**config.mk**
```make
export PLATFORM = sky130hd
export DESIGN_NAME = ring_protection_switch_fsm
export DESIGN_NICKNAME = d
export VERILOG_FILES = /design/src/sv/rps_pkg.sv /design/src/sv/rps_step.sv /design/src/sv/rps_out_buf.sv /design/src/sv/ring_protection_switch_fsm.sv
export SDC_FILE = /design/constraint.sdc
export NUM_CORES = 1
export LEC_CHECK = 0
export BUFFER_PORTS_ARGS = -buffer_cell sky130_fd_sc_hd__buf_4
export CAP_MARGIN = 15
export CORE_MARGIN = 10
export CORE_UTILIZATION = 30
export CTS_BUF_LIST = sky130_fd_sc_hd__clkbuf_4
export DETAILED_ROUTE_END_ITERATION = 8
export PLACE_DENSITY = 0.48
export SLEW_MARGIN = 20
export SYNTH_ARGS = -nofsm -noshare
export SYNTH_HDL_FRONTEND = slang
export SYNTH_HIERARCHICAL = 1
export SYNTH_SLANG_ARGS = --single-unit
```
**constraint.sdc**
```tcl
create_clock -name clk -period 3.7 [get_ports clk]
set_clock_uncertainty 0.05 [all_clocks]
set_input_delay 0.185 -clock clk [delete_from_list [all_inputs] [get_ports clk]]
set_output_delay 0.185 -clock clk [all_outputs]
set_load 0.01 [all_outputs]
```
**src/sv/rps_pkg.sv**
```systemverilog
// Package for the ring protection switch controller.
// Holds the item, result and state types and the protocol codes.
// No dependencies.
package rps_pkg;

  localparam int AddrWidth  = 48;
  localparam int CountWidth = 16;

  localparam logic [1:0] REQ_TYPE_MSG   = 2'd0;
  localparam logic [1:0] REQ_TYPE_LOCAL = 2'd1;
  localparam logic [1:0] REQ_TYPE_TICK  = 2'd2;

  localparam logic [3:0] REQ_IDLE    = 4'd0;
  localparam logic [3:0] REQ_WAIT    = 4'd5;
  localparam logic [3:0] REQ_MANUAL  = 4'd6;
  localparam logic [3:0] REQ_DEGRADE = 4'd8;
  localparam logic [3:0] REQ_FAIL    = 4'd11;
  localparam logic [3:0] REQ_FORCED  = 4'd13;

  localparam logic [2:0] ST_IDLE    = 3'd0;
  localparam logic [2:0] ST_WRAPPED = 3'd2;

  localparam logic [1:0] CFG_STATION_ADDR  = 2'd0;
  localparam logic [1:0] CFG_IPS_ENABLE    = 2'd1;
  localparam logic [1:0] CFG_RESTORE_DELAY = 2'd2;

  localparam logic [CountWidth-1:0] RestoreDelayReset = 16'd10;
  localparam logic [CountWidth-1:0] CountMax          = 16'hFFFF;

  typedef struct packed {
    logic [1:0]           req_type;
    logic                 ring;
    logic [3:0]           request_code;
    logic [2:0]           path_status;
    logic                 long_path;
    logic [AddrWidth-1:0] originator;
  } item_t;

  typedef struct packed {
    logic       packet_valid;
    logic       tx_ring;
    logic [3:0] tx_request;
    logic [2:0] tx_status;
    logic       tx_long_path;
    logic       wrap_enabled;
    logic       ips_state;
    logic       neighbor_mismatch;
    logic       last;
  } result_t;

  typedef struct packed {
    logic                       wrapped;
    logic [1:0]                 nbr_valid;
    logic [1:0]                 waiting;
    logic [1:0][CountWidth-1:0] elapsed;
  } ips_ctrl_t;

  function automatic logic is_switch_request(input logic [3:0] code);
    return (code == REQ_MANUAL) || (code == REQ_DEGRADE) ||
           (code == REQ_FAIL) || (code == REQ_FORCED);
  endfunction

endpackage

```
**src/sv/rps_step.sv**
```systemverilog
// Combinational step of the protection switch: next state and results for one item.
// Depends on rps_pkg.
module rps_step (
  input  rps_pkg::item_t                      item,
  input  rps_pkg::ips_ctrl_t                  ctrl,
  input  logic [rps_pkg::AddrWidth-1:0]       nbr_addr,
  input  logic [rps_pkg::AddrWidth-1:0]       station_addr,
  input  logic                                ips_enable,
  input  logic [rps_pkg::CountWidth-1:0]      restore_delay_ticks,
  output rps_pkg::ips_ctrl_t                  ctrl_next,
  output logic                                nbr_write,
  output rps_pkg::result_t                    res0,
  output rps_pkg::result_t                    res1,
  output logic                                two
);
  import rps_pkg::*;

  logic mism;
  logic [1:0][CountWidth-1:0] elapsed_tick;

  always_comb begin
    for (int r = 0; r < 2; r++) begin
      elapsed_tick[r] = (ctrl.waiting[r] && ctrl.elapsed[r] != CountMax) ?
                        ctrl.elapsed[r] + CountWidth'(1) : ctrl.elapsed[r];
    end
  end

  always_comb begin
    ctrl_next = ctrl;
    nbr_write = 1'b0;
    mism      = 1'b0;
    two       = 1'b0;
    res0      = '0;
    res1      = '0;
    case (item.req_type)
      REQ_TYPE_MSG: begin
        if (item.originator != station_addr) begin
          if (!item.long_path) begin
            mism = ctrl.nbr_valid[item.ring] && (nbr_addr != item.originator);
            ctrl_next.nbr_valid[item.ring] = 1'b1;
            nbr_write = 1'b1;
          end
          if (!ctrl.wrapped) begin
            if (is_switch_request(item.request_code) && !item.long_path &&
                item.path_status == ST_WRAPPED) begin
              ctrl_next.wrapped  = 1'b1;
              two                = 1'b1;
              res0.packet_valid  = 1'b1;
              res0.tx_ring       = item.ring;
              res0.tx_request    = REQ_IDLE;
              res0.tx_status     = ST_WRAPPED;
              res0.tx_long_path  = 1'b0;
              res1.packet_valid  = 1'b1;
              res1.tx_ring       = ~item.ring;
              res1.tx_request    = item.request_code;
              res1.tx_status     = ST_WRAPPED;
              res1.tx_long_path  = 1'b1;
            end
          end else if (!item.long_path && item.request_code == REQ_IDLE &&
                       item.path_status == ST_IDLE) begin
            ctrl_next.wrapped = 1'b0;
          end
        end
      end
      REQ_TYPE_LOCAL: begin
        if (item.request_code == REQ_WAIT) begin
          if (ctrl.wrapped && !ctrl.waiting[item.ring]) begin
            ctrl_next.waiting[item.ring] = 1'b1;
            ctrl_next.elapsed[item.ring] = '0;
          end
        end else begin
          ctrl_next.waiting[item.ring] = 1'b0;
          ctrl_next.elapsed[item.ring] = '0;
        end
      end
      REQ_TYPE_TICK: begin
        ctrl_next.elapsed = elapsed_tick;
        if (ips_enable) begin
          if (ctrl.wrapped && ctrl.waiting[0] && ctrl.waiting[1] &&
              elapsed_tick[0] >= restore_delay_ticks &&
              elapsed_tick[1] >= restore_delay_ticks) begin
            ctrl_next.wrapped = 1'b0;
            ctrl_next.waiting = '0;
            ctrl_next.elapsed = '0;
          end
          if (!ctrl_next.wrapped) begin
            two               = 1'b1;
            res0.packet_valid = 1'b1;
            res0.tx_ring      = 1'b0;
            res0.tx_request   = REQ_IDLE;
            res0.tx_status    = ST_IDLE;
            res1.packet_valid = 1'b1;
            res1.tx_ring      = 1'b1;
            res1.tx_request   = REQ_IDLE;
            res1.tx_status    = ST_IDLE;
          end
        end
      end
      default: begin
      end
    endcase
    res0.wrap_enabled      = ctrl_next.wrapped;
    res0.ips_state         = ctrl_next.wrapped;
    res0.neighbor_mismatch = mism;
    res0.last              = ~two;
    res1.wrap_enabled      = ctrl_next.wrapped;
    res1.ips_state         = ctrl_next.wrapped;
    res1.neighbor_mismatch = mism;
    res1.last              = 1'b1;
  end

endmodule

```
**src/sv/rps_out_buf.sv**
```systemverilog
// Result buffer holding the one or two results of an item and presenting them in order.
// Depends on rps_pkg.
module rps_out_buf (
  input  logic               clk,
  input  logic               rst,
  input  logic               load,
  input  rps_pkg::result_t   res0,
  input  rps_pkg::result_t   res1,
  input  logic               two,
  output logic               can_load,
  output logic               out_valid,
  input  logic               out_ready,
  output rps_pkg::result_t   head
);
  import rps_pkg::*;

  logic [1:0] count;
  result_t    tail;
  logic       out_fire;

  assign out_valid = (count != 2'd0);
  assign out_fire  = out_valid && out_ready;
  assign can_load  = (count == 2'd0) || (count == 2'd1 && out_ready);

  always_ff @(posedge clk) begin
    if (rst) begin
      count <= 2'd0;
    end else if (load) begin
      count <= two ? 2'd2 : 2'd1;
    end else if (out_fire) begin
      count <= count - 2'd1;
    end
  end

  always_ff @(posedge clk) begin
    if (load) begin
      head <= res0;
      tail <= res1;
    end else if (out_fire) begin
      head <= tail;
    end
  end

endmodule

```
**src/sv/ring_protection_switch_fsm.sv**
```systemverilog
// Top level of the ring protection switch controller.
// Depends on rps_pkg, rps_step and rps_out_buf.
//
// Input beats carry a received protection message, a local request or a tick.
// Each input beat yields one or two result beats on the output channel, the
// final one marked by last. Configuration writes on the cfg channel are
// always accepted, cfg_ready being tied high; they should be made only
// while the block is idle. An accepted beat is held in the input register
// until the result buffer can load; the step logic then writes its results
// into the result buffer, from which the first result is offered.
// The result buffer delivers one result per cycle while the receiver is
// ready, so the two results of an item follow back to back.
// When the receiver stalls, the buffer holds its results, the input register
// holds one further beat and in_ready then falls until space is freed.
// Reset clears the wrap state, learned-neighbour valid flags, restore flags
// and counters, and restores the registers to their defaults (own address 0,
// protection disabled, restore delay of ten ticks).
module ring_protection_switch_fsm (
  input  logic                           clk,
  input  logic                           rst,
  input  logic                           in_valid,
  output logic                           in_ready,
  input  logic [1:0]                     req_type,
  input  logic                           ring,
  input  logic [3:0]                     request_code,
  input  logic [2:0]                     path_status,
  input  logic                           long_path,
  input  logic [rps_pkg::AddrWidth-1:0]  originator,
  output logic                           out_valid,
  input  logic                           out_ready,
  output logic                           packet_valid,
  output logic                           tx_ring,
  output logic [3:0]                     tx_request,
  output logic [2:0]                     tx_status,
  output logic                           tx_long_path,
  output logic                           wrap_enabled,
  output logic                           ips_state,
  output logic                           neighbor_mismatch,
  output logic                           last,
  input  logic                           cfg_valid,
  output logic                           cfg_ready,
  input  logic [1:0]                     cfg_index,
  input  logic [rps_pkg::AddrWidth-1:0]  cfg_data
);
  import rps_pkg::*;

  logic [AddrWidth-1:0]   station_addr;
  logic                   ips_enable;
  logic [CountWidth-1:0]  restore_delay_ticks;
  logic                   in_full;
  item_t                  item;
  ips_ctrl_t              ctrl;
  ips_ctrl_t              ctrl_next;
  logic [1:0][AddrWidth-1:0] nbr_address;
  logic                   nbr_write;
  result_t                res0;
  result_t                res1;
  result_t                head;
  logic                   two;
  logic                   can_load;
  logic                   step_fire;
  logic                   in_fire;

  assign cfg_ready = 1'b1;
  assign in_fire   = in_valid && in_ready;
  assign step_fire = in_full && can_load;
  assign in_ready  = !in_full || step_fire;

  always_ff @(posedge clk) begin
    if (rst) begin
      station_addr        <= '0;
      ips_enable          <= 1'b0;
      restore_delay_ticks <= RestoreDelayReset;
    end else if (cfg_valid && cfg_ready) begin
      case (cfg_index)
        CFG_STATION_ADDR:  station_addr        <= cfg_data;
        CFG_IPS_ENABLE:    ips_enable          <= cfg_data[0];
        CFG_RESTORE_DELAY: restore_delay_ticks <= cfg_data[CountWidth-1:0];
        default: begin
        end
      endcase
    end
  end

  always_ff @(posedge clk) begin
    if (rst) begin
      in_full <= 1'b0;
    end else begin
      in_full <= in_fire || (in_full && !step_fire);
    end
  end

  always_ff @(posedge clk) begin
    if (in_fire) begin
      item <= '{req_type, ring, request_code, path_status, long_path, originator};
    end
  end

  always_ff @(posedge clk) begin
    if (rst) begin
      ctrl <= '0;
    end else if (step_fire) begin
      ctrl <= ctrl_next;
    end
  end

  always_ff @(posedge clk) begin
    if (step_fire && nbr_write) begin
      nbr_address[item.ring] <= item.originator;
    end
  end

  rps_step u_step (
    .item                (item),
    .ctrl                (ctrl),
    .nbr_addr            (nbr_address[item.ring]),
    .station_addr        (station_addr),
    .ips_enable          (ips_enable),
    .restore_delay_ticks (restore_delay_ticks),
    .ctrl_next           (ctrl_next),
    .nbr_write           (nbr_write),
    .res0                (res0),
    .res1                (res1),
    .two                 (two)
  );

  rps_out_buf u_out_buf (
    .clk       (clk),
    .rst       (rst),
    .load      (step_fire),
    .res0      (res0),
    .res1      (res1),
    .two       (two),
    .can_load  (can_load),
    .out_valid (out_valid),
    .out_ready (out_ready),
    .head      (head)
  );

  assign packet_valid      = head.packet_valid;
  assign tx_ring           = head.tx_ring;
  assign tx_request        = head.tx_request;
  assign tx_status         = head.tx_status;
  assign tx_long_path      = head.tx_long_path;
  assign wrap_enabled      = head.wrap_enabled;
  assign ips_state         = head.ips_state;
  assign neighbor_mismatch = head.neighbor_mismatch;
  assign last              = head.last;

endmodule
```
# After elaboration in Yosys (flattened, before gate mapping)
# Cells that the tools add are included.
[totals]
register_bits = 286
latch_bits = 0
mem_bits_rw = 0
rom_bits = 0
output_inout_bits = 17
n_memories = 0
[classes]
add_sub_neg = 3
n_mul = 0
div = 0
order_cmp = 4
eq_ne = 18
shift = 0
n_mux = 59
bitwise = 11
reduce_logical = 44
[ops]
columns = ["op", "count"]
rows = [
  ["48-bit two-way mux", 3],
  ["34-bit two-way mux", 4],
  ["96-bit bitwise mux", 1],
  ["48-bit inequality test", 2],
  ["34-bit one-hot mux with 2 select lines", 1],
  ["10-bit two-way mux", 6],
  ["48-bit demux with 1-bit select", 1],
  ["16-bit two-way mux", 3],
  ["9-bit two-way mux", 4],
  ["9-bit one-hot mux with 2 select lines", 2],
  ["16-bit by 1-bit adder with 16-bit output (second input constant)", 2],
  ["32-bit bitwise AND", 1],
  ["16-bit greater-or-equal comparator", 2],
  ["16-bit inequality test (second input constant)", 2],
  ["32-bit inverter", 1],
  ["14-bit two-way mux", 2],
  ["1-bit two-way mux", 23],
  ["1-bit logical AND", 19],
  ["16-bit demux with 1-bit select", 1],
  ["4-bit == test (second input constant)", 3],
  ["4-bit by 3-bit == test with 1-bit output (second input constant)", 2],
  ["2-bit two-way mux", 4],
  ["2-bit by 1-bit == test with 1-bit output (second input constant)", 3],
  ["2-bit logical NOT", 3],
  ["25 further kinds", 44],
]

# Logic depth before layout (Yosys ltp)
[logic_depth]
ltp_word = 14
depth_mapped = 20

# Cells and area by module
# The synthesis kept the hierarchy.
[by_module_without_submodules]
columns = ["module", "n_inst", "cells_each", "area_each_um2", "seq_area_each_um2"]
rows = [
  ["ring_protection_switch_fsm", 1, 658, 9673.0, 6716.4],
  ["rps_step", 1, 492, 3515.9, 0.0],
  ["rps_out_buf", 1, 63, 1206.2, 880.8],
]

# Worst setup path after synthesis
# OpenSTA, ideal clock, no wires.
[synth_timing]
kind = "flip-flop to flip-flop"
startpoint = "register, netlist name ctrl[16]"
endpoint = "register, netlist name u_out_buf/head[13]"
arrival_ps = 3518
setup_slack_ps = -128
stages_incl_launch_ff = 17
n_path_buf = 3
synth_period_minus_slack_ps = 3828
cell_sequence = "dfxtp_1 ha_1 and2_1 buf_2 nand2_1 o31a_1 clkbuf_1 mux2_2 ha_1 a2111o_1 a311oi_2 nand2_1 nand4_1 a21oi_1 or2_2 buf_4 mux2_2"

==> results.py <==
metrics = {
    "status": {
        "status": "finished, violations left",
        "violations": "setup timing",
    },
    "flow_run": {
        "maxCapViolations": 0,
    },
    "timing": {
        "hold_viol_final": 0,
        "fin_ws_ns": -0.0813,
        "finalCritPeriodShare_pct": 102,
        "drv_slew": 0,
        "setup-violations-final": 14,
        "max-slew-margin-rel_pct": 36.9,
        "worstMarginPinSlew_ns": 0.946,
        "rsz0062_at_grt": "true",
        "layout_min_cycle_time_ns": 3.78,
        "timing.fmax_ghz": 0.264,
        "tns_ns": -0.384,
    },
    "pwr": {
        "vdd_drop_max_uv": 193,
        "total_power_w": 0.00796,
        "power_density_nw_per_um2": 401,
        "power.leakage_nw": 7.41,
    },
    "hold_path": {
        "hp-class": "in2reg",
    },
    "clock_network": {
        "clk_pin_slew_worst_paths_ns": 0.06,
        "clock_path_buffers": 3,
        "cts_root_buffer": "clkbuf_4",
        "htreeDepth": 3,
        "cts.sink_count": 288,
        "cts_tree": "done",
        "cts_buffers": 83,
        "insertion_delay_ns": 0.81,
    },
    "cells_and_area": {
        "areaGrowthSynthToFinish_pct": 38.1,
        "drive_above_1_share_pct": 33.4,
        "nets": 1786,
        "postLayoutCellArea_sq_um": 19900,
        "post-route-util_pct": 41.8,
    },
    "grt": {
        "grt_use_total_pct": 14.0,
        "antenna_found_initial": 2,
        "overflow": 0,
        "first_global_vias": 11200,
        "grt_max_degree": 75,
        "grt_first_pass_wirelength_um": 62600,
    },
    "critical_path": {
        "end_kind": "register",
        "cp.arrival_ns": 4.45,
        "cp_max_fo": 6,
        "startpoint_type": "register",
        "crit_type": "reg2reg",
        "worstPathRequired_ns": 4.37,
    },
    "route": {
        "routedWlPerCell_um": 17.3,
        "via_count": 10700,
        "drtAntennaViolNets": 0,
        "routed_wl_um": 40100,
        "via_per_inst": 4.62,
        "drt_iter0_drc": 473,
        "post-route-drc-count": 0,
        "dr.pass1.iters": 5,
    },
    "synth": {
        "ys_seq_elements": 288,
        "synth_common_cells": "183 x edfxtp_1, 119 x nand2b_1, 118 x xnor2_1",
        "yosysMostFrequentCell": "edfxtp_1",
        "synth-seq-area-share_pct": 52.8,
        "synth_cell_types": 65,
        "synthTopCellsByArea": "edfxtp_1 38%, dfxtp_1 15%, xnor2_1 7.2%, nand2b_1 5.2%, mux2i_1 4.5%",
        "netlist_instances": 1213,
        "syn_area_per_cell_sq_um": 11.9,
        "yosysTopAreaCell": "edfxtp_1",
        "yosysWarningCount": 6,
        "synthFlopType": "edfxtp_1",
        "synthArstFlopShare_pct": 0,
        "netlist.area_leader.share_pct": 38.2,
        "synth_edf_count": 183,
        "syn_area_sq_um": 14400,
    },
    "floorplanning": {
        "dieArea_sq_um": 57100,
        "chipHeight_um": 239,
        "fp-row-count": 80,
        "die_w_um": 239,
        "ios": 131,
        "start_util_pct": 30.3,
        "coreArea_sq_um": 47500,
    },
    "placement": {
        "dp_hpwl_um": 26500,
        "placed_area_sq_um": 16400,
        "dp_slack_ns": -0.266,
        "io_buffers": 129,
        "gp_congestion": 0.807,
    },
}
==> flip-flops by register name (all words and copies together) (netlist names) <==
| register | cells |
|---|---|
| in_full | 1 |
| u_out_buf/tail | 14 |
| ips_enable | 1 |
| item | 59 |
| ctrl | 37 |
| nbr_address | 96 |
| u_out_buf/count | 2 |
| u_out_buf/head | 14 |
| station_addr | 48 |
| restore_delay_ticks | 16 |
==> critical path, cell delays in order (launching register included) <==
cell      delay, ns
dfxtp_2        0.35
ha_4           0.13
and2_4         0.14
nand2_2        0.05
o31a_1         0.33
buf_6          0.14
mux2_4         0.32
ha_4           0.21
a2111o_1       0.49
a311oi_4       0.38
a21oi_4        0.15
buf_6          0.14
a21bo_4        0.23
or3_1          0.30
o21ai_1        0.08
nand3_1        0.08
a21oi_1        0.16
==> per-stage QoR <==
| step | hold WS [ns] | instances |
|---|---|---|
| 6_report | 0.0873 | 2317 |
| 5_1_grt | 0.0310 | 2317 |
| 4_1_cts | 0.000856 | 2309 |
| 3_5_place_dp | 0.314 | 1972 |
| 3_3_place_gp | 0.314 | 1972 |
| 2_1_floorplan | 0.204 | 1221 |
==> metal layers <==
layer / GRT usage, % / vias up / routed length, um / share of wire, %
met3: 3.27 / 64 / 1610 / 4.0
met4: 5.33 / 0 / 932 / 2.3
met2: 22.6 / 202 / 18900 / 47
met5: 0 / - / 0 / 0
li1: - / 5227 / - / -
met1: 17.9 / 5210 / 18700 / 47
==> cells in the final DEF (no fill, tap or decap), types with 15 or more instances in the layout <==
cell type,instances
dlygate4sd3_1,175
a21oi_2,18
nand4_1,40
dfxtp_1,92
ha_1,36
mux2i_1,65
nand2_1,17
a22o_1,15
nor2_1,17
nand3_1,62
buf_4,216
a21oi_1,50
inv_1,40
nand2b_1,119
mux2_2,55
clkbuf_4,135
edfxtp_1,183
xnor2_1,115
a21bo_2,37
==> where the power goes <==
group	total, W	switching (W)	leakage, nW	internal, W
sequential	0.00370	0.000108	2.57	0.00359
combinational	0.00106	0.000543	4.17	0.000516
clock	0.00320	0.00141	0.675	0.00179
==> final timing paths <==
path / from / endpoint / slack, ns / depth (start not counted)
worst max-delay path: ctrl[17] / ctrl[14] / -0.08 / 16
worst max register to register: ctrl[17] / ctrl[14] / -0.08 / 16
worst min register to register: restore_delay_ticks[4] / restore_delay_ticks[4] / 0.43 / 2
worst min-delay path: originator[16] / item[16] / 0.09 / 2
==> cell families (layout without fill, tap and decap cells) <==
family | Yosys count | after routing | synth area share [%]
muxes | 130 | 130 | 9.81
AOI/OAI and AO/OA | 175 | 176 | 8.54
adders and majority gates | 39 | 39 | 3.39
other | 3 | 13 | 0.0782
and+or+nand+nor | 332 | 332 | 13.5
buffers and inverters | 123 | 601 | 4.47
DFF | 288 | 288 | 52.8
xor gates and xnor gates | 123 | 123 | 7.48
==> what timing repair did <==
item | in CTS | in global routing
setup buffers | 9 | 6
setup endpoints to repair | 44 | 43
gates resized for setup | 54 | 59
gates cloned | 1 | 0
hold endpoints to repair | 179 | 0
pin swaps | 31 | 43
hold buffers | 175 | 0
==> cell type report <==
type | instances | area (sq um)
Fill cell | 4511 | 27700
Sequential cell | 288 | 7610
Multi-Input combinational cell | 811 | 6570
Timing Repair Buffer | 407 | 3610
Clock buffer | 135 | 1010
Tap cell | 615 | 769
Inverter | 42 | 159
Clock inverter | 17 | 138
Antenna cell | 2 | 5.00
Note: power is estimated with default switching activity, not from simulation.
